[config.mk]
export PLATFORM = sky130hd
export DESIGN_NAME = pee_div
export DESIGN_NICKNAME = d
export VERILOG_FILES = /design/src/rtl/postfix_expression_evaluator_unit_defines.svh /design/src/rtl/pee_pkg.sv /design/src/rtl/pee_div.sv
export SDC_FILE = /design/constraint.sdc
export NUM_CORES = 1
export LEC_CHECK = 0
export ABC_AREA = 1
export BUFFER_PORTS_ARGS = -buffer_cell sky130_fd_sc_hd__buf_4
export CAP_MARGIN = 40
export CORE_MARGIN = 3
export CORE_UTILIZATION = 55
export DETAILED_ROUTE_END_ITERATION = 8
export GPL_ROUTABILITY_DRIVEN = 1
export PLACE_DENSITY_LB_ADDON = 0.08
export SLEW_MARGIN = 5
export SYNTH_ARGS = -nofsm -noshare
export SYNTH_HDL_FRONTEND = slang
export SYNTH_SLANG_ARGS = --single-unit
[constraint.sdc]
create_clock -name clk -period 18.1 [get_ports clk]
set_clock_uncertainty 0.1 [all_clocks]
set_input_delay 3.62 -clock clk [delete_from_list [all_inputs] [get_ports clk]]
set_output_delay 3.62 -clock clk [all_outputs]
set_load 0.01 [all_outputs]
[src/rtl/postfix_expression_evaluator_unit_defines.svh]
// Assertion macros for the postfix evaluator RTL.
// Expects clk and rst in the scope of each use.
`ifndef POSTFIX_EXPRESSION_EVALUATOR_UNIT_DEFINES_SVH
`define POSTFIX_EXPRESSION_EVALUATOR_UNIT_DEFINES_SVH

// same-cycle implication
`define PEE_ASSERT_NOW(lbl, ante, cons, msg) \
  lbl: assert property (@(posedge clk) disable iff (rst) (ante) |-> (cons)) \
    else $error(msg);

// next-cycle implication
`define PEE_ASSERT_NEXT(lbl, ante, cons, msg) \
  lbl: assert property (@(posedge clk) disable iff (rst) (ante) |=> (cons)) \
    else $error(msg);

`endif

[src/rtl/pee_pkg.sv]
// Shared types and constants for the postfix evaluator.
// No dependencies.
`default_nettype none

package pee_pkg;

  localparam logic [7:0] CH_NUL   = 8'h00;
  localparam logic [7:0] CH_ZERO  = 8'h30;
  localparam logic [7:0] CH_NINE  = 8'h39;
  localparam logic [7:0] CH_PLUS  = 8'h2b;
  localparam logic [7:0] CH_MINUS = 8'h2d;
  localparam logic [7:0] CH_STAR  = 8'h2a;
  localparam logic [7:0] CH_SLASH = 8'h2f;

  localparam logic [1:0] ST_OK    = 2'd0;
  localparam logic [1:0] ST_UNDER = 2'd1;
  localparam logic [1:0] ST_OVER  = 2'd2;
  localparam logic [1:0] ST_DIVZ  = 2'd3;

  localparam logic signed [31:0] VAL_MAX = 32'sh7fffffff;
  localparam logic signed [31:0] VAL_MIN = 32'sh80000000;

  typedef enum logic [1:0] {
    OP_ADD,
    OP_SUB,
    OP_MUL,
    OP_DIV
  } op_t;

  typedef struct packed {
    logic               start;
    logic signed [31:0] num;
    logic signed [31:0] den;
  } div_req_t;

  typedef struct packed {
    logic               done;
    logic signed [31:0] quot;
  } div_rsp_t;

endpackage

`default_nettype wire

[src/rtl/pee_div.sv]
// Iterative restoring divider: (num * 2^FRAC_BITS) / den, truncated, saturated.
// One quotient bit per cycle. Depends on pee_pkg.
`default_nettype none

module pee_div #(
  parameter int FRAC_BITS = 16
) (
  input  wire logic              clk,
  input  wire logic              rst,
  input  wire pee_pkg::div_req_t req,
  output pee_pkg::div_rsp_t      rsp
);

  localparam int NW   = 32 + FRAC_BITS;
  localparam int CNTW = $clog2(NW + 1);

  logic            busy;
  logic [CNTW-1:0] cnt;
  logic            neg;
  logic [NW-1:0]   num_sh;
  logic [NW-1:0]   quo;
  logic [31:0]     rem;
  logic [31:0]     dmag;

  logic [31:0] num_mag;
  logic [31:0] den_mag;
  logic [32:0] rem_sh;
  logic [32:0] diff;
  logic        qbit;

  assign num_mag = req.num[31] ? 32'(-req.num) : 32'(req.num);
  assign den_mag = req.den[31] ? 32'(-req.den) : 32'(req.den);
  assign rem_sh  = {rem, num_sh[NW-1]};
  assign diff    = rem_sh - {1'b0, dmag};
  assign qbit    = ~diff[32];

  always_ff @(posedge clk) begin
    if (rst) begin
      busy <= 1'b0;
      cnt  <= '0;
    end else if (req.start) begin
      busy   <= 1'b1;
      cnt    <= CNTW'(NW);
      neg    <= req.num[31] ^ req.den[31];
      num_sh <= NW'(num_mag) << FRAC_BITS;
      quo    <= '0;
      rem    <= '0;
      dmag   <= den_mag;
    end else if (busy) begin
      if (cnt != '0) begin
        num_sh <= num_sh << 1;
        quo    <= {quo[NW-2:0], qbit};
        rem    <= qbit ? diff[31:0] : rem_sh[31:0];
        cnt    <= cnt - CNTW'(1);
      end else begin
        busy <= 1'b0;
      end
    end
  end

  always_comb begin
    rsp.done = busy && (cnt == '0);
    if (!neg && (quo > NW'(64'h7fffffff))) begin
      rsp.quot = pee_pkg::VAL_MAX;
    end else if (neg && (quo > NW'(64'h80000000))) begin
      rsp.quot = pee_pkg::VAL_MIN;
    end else if (neg) begin
      rsp.quot = -$signed(quo[31:0]);
    end else begin
      rsp.quot = $signed(quo[31:0]);
    end
  end

endmodule

`default_nettype wire
==> results.json <==
{
  "status": "completed",
  "grt-ovfl-total": 0,
  "hold_viol_final": 0,
  "ys_ff_latch": 152,
  "min_path_type": "flip-flop to flip-flop",
  "grt_max_degree": 80,
  "min_period_ns": 6.584,
  "ios": 100,
  "path_class": "flip-flop to output port",
  "die_area_um2": 22660,
  "clkTransAtPathRegs_ns": 0.06,
  "setup_tns_ns": 0,
  "antenna_cells": 0,
  "power_leakage_nw": 6.419,
  "ys_seq_area_share_pct": 39.12,
  "h-tree-depth": 4,
  "ant_nets": 0,
  "crit_fanout": 19,
  "setup_violations": 0,
  "clockRootBuffer": "clkbuf_16",
  "wl_um": 28630,
  "numCtsBuffers": 17,
  "final_core_util_pct": 64.24,
  "fmax_ghz": 0.1519,
  "firstDrtPassIters": 6,
  "layout_common_cells": "nand2_1, inv_1, nor2_1",
  "yosysWarnings": 0,
  "grt_pass1_wl_um": 46270,
  "drt_iter0_drc": 840,
  "cts-resized-gates": 0,
  "tightest_slew_ns": 0.8047,
  "crit_path_end_kind": "output port",
  "grt_antenna_before_repair": 0,
  "synth_cells": 1640,
  "yosys_most_used_dff": "edfxtp_1",
  "rsz0062_at_grt": "no",
  "ctsHoldBuffers": 0,
  "syn_area_um2": 11490,
  "n_fill_cell": 1816,
  "cts_tree": "yes",
  "maxCapViolations": 0,
  "clock_latency_ns": 0.43,
  "clock_path_buffers": 2,
  "drc_errors": 0,
  "start_util_pct": 56.41,
  "grt_pass1_vias": 9408,
  "power.total_mw": 1.106,
  "p_sw_share_pct": 34.10,
  "drive_gt1_share_pct": 10.63,
  "routed_via_density": 5.152,
  "fin_nets": 1831,
  "whs_path_depth": 2,
  "wire_per_inst_um": 14.24,
  "syn-mean-instance-area_um2": 7.004,
  "p_per_area_nw_per_um2": 84.50,
  "synth.distinct_cells": 42,
  "reg2reg_depth": 10,
  "power.share.sequential_pct": 39.5,
  "coreArea_um2": 20360,
  "worst_ir_drop_vdd_mv": 0.05114,
  "async_flop_share_pct": 0,
  "die_y_um": 150.5,
  "die_w_um": 150.5,
  "worstPathArrival_ns": 2.86,
  "routabilityCongestion": 0.9729,
  "maxSlewViolCount": 0,
  "place.detailed.hpwl_um": 21860,
  "row_count": 52,
  "syn-num-nets": 1744,
  "start_kind": "flip-flop",
  "fin_crit_sh_pct": 36.38,
  "synth-edff-count": 145,
  "crit_required_ns": 14.38,
  "relSlewSlack_pct": 46.35,
  "layout_commonest_cell": "nand2_1",
  "intPower_mw": 0.7285,
  "p_sw_mw": 0.3770,
  "track_usage_pct": 25.79,
  "portBuffers": 99,
  "area_growth_syn_to_layout_pct": 13.89,
  "postCtsSetupRepairBufs": 0,
  "comb_power_share_pct": 28.2,
  "clockPowerShare_pct": 32.3,
  "clkSinkCount": 152,
  "vias": 10356
}
## registers in the layout (all words and copies together), names as in the netlist
name / cells
cnt: 6
busy: 1
dmag: 32
num_sh: 32
neg: 1
quo: 48
rem: 32
## kinds of logic after synthesis
family / after synthesis / synth area share [%]
compound gates: 123 / 6.034
xor+xnor: 84 / 6.405
fa+ha+maj: 37 / 4.095
buf+inv: 314 / 10.67
flops: 152 / 39.12
simple gates: 930 / 33.67
## through the flow
stage / setup slack (ns) / area [µm²] / hold WS, ns / cells
3_5_place_dp: 11.76 / 12500 / 0.3710 / 1978
5_1_grt: 11.17 / 13080 / 0.4091 / 2010
2_1_floorplan: 7.811 / 11490 / 0.3425 / 1640
6_report: 11.52 / 13080 / 0.3784 / 2010
3_3_place_gp: 11.43 / 12420 / 0.3607 / 1974
4_1_cts: 11.49 / 13080 / 0.3816 / 2010
## metal layers
metal  track usage, %  up-vias  share of wire, %
met5                0        -                 0
li1                 -     5337                 -
met1            38.23     4689                49
met3            5.659       33               6.7
met4            6.450        0               1.5
met2            38.39      297                43
## path summary, 6_finish.rpt
kind	endpoint	slack, ns	startpoint
hold / removal	cnt[3]	0.38	cnt[3]
hold reg to reg	cnt[3]	0.38	cnt[3]
setup / recovery	rsp[29]	11.52	quo[0]
setup reg to reg	rem[31]	15.17	cnt[0]
## critical path, cell delays in order (launching register included)
cell and delay, ns:
edfxtp_1 0.38, inv_1 0.14, ha_1 0.16, inv_1 0.07
nor3_2 0.21, inv_1 0.07, nor2_1 0.16, nand2_1 0.07
nor2_1 0.11, nand2_1 0.06, nand3_1 0.40, buf_8 0.24
nand2_1 0.06, o21ai_0 0.17, buf_4 0.15
## power groups by stage
stage | Combinational, mW | Clock (mW) | Sequential, mW
2_1_floorplan | 0.225 | 0 | 0.442
3_3_place_gp | 0.301 | 0 | 0.444
3_5_place_dp | 0.308 | 0 | 0.444
4_1_cts | 0.310 | 0.362 | 0.437
5_1_grt | 0.353 | 0.377 | 0.440
6_report | 0.312 | 0.357 | 0.437
## synth_stat cells, drive strengths merged (6+ instances only)
cell,count,share of area [%]
a21oi,34,1.6
a31oi,12,0.65
buf,14,0.87
clkbuf,25,0.82
dfxtp,7,1.2
edfxtp,145,38
ha,36,3.9
inv,275,9.0
nand2,516,17
nand3,90,4.0
nand3b,12,0.78
nand4,27,1.5
nor2,259,8.6
nor3,15,0.78
o211ai,6,0.39
o21ai,58,2.5
xnor2,15,1.1
xor2,69,5.3
## cell type report
cell class	count	area [µm²]	share of cell area, %
Inverter	275	1032	7.890
Sequential cell	152	4494	34.35
Clock inverter	14	157.7	1.205
Multi-Input combinational cell	1174	5781	44.19
Timing Repair Buffer	107	850.8	6.503
Clock buffer	18	429.2	3.280
Tap cell	270	337.8	2.582
(Power assumes the default switching activity.)
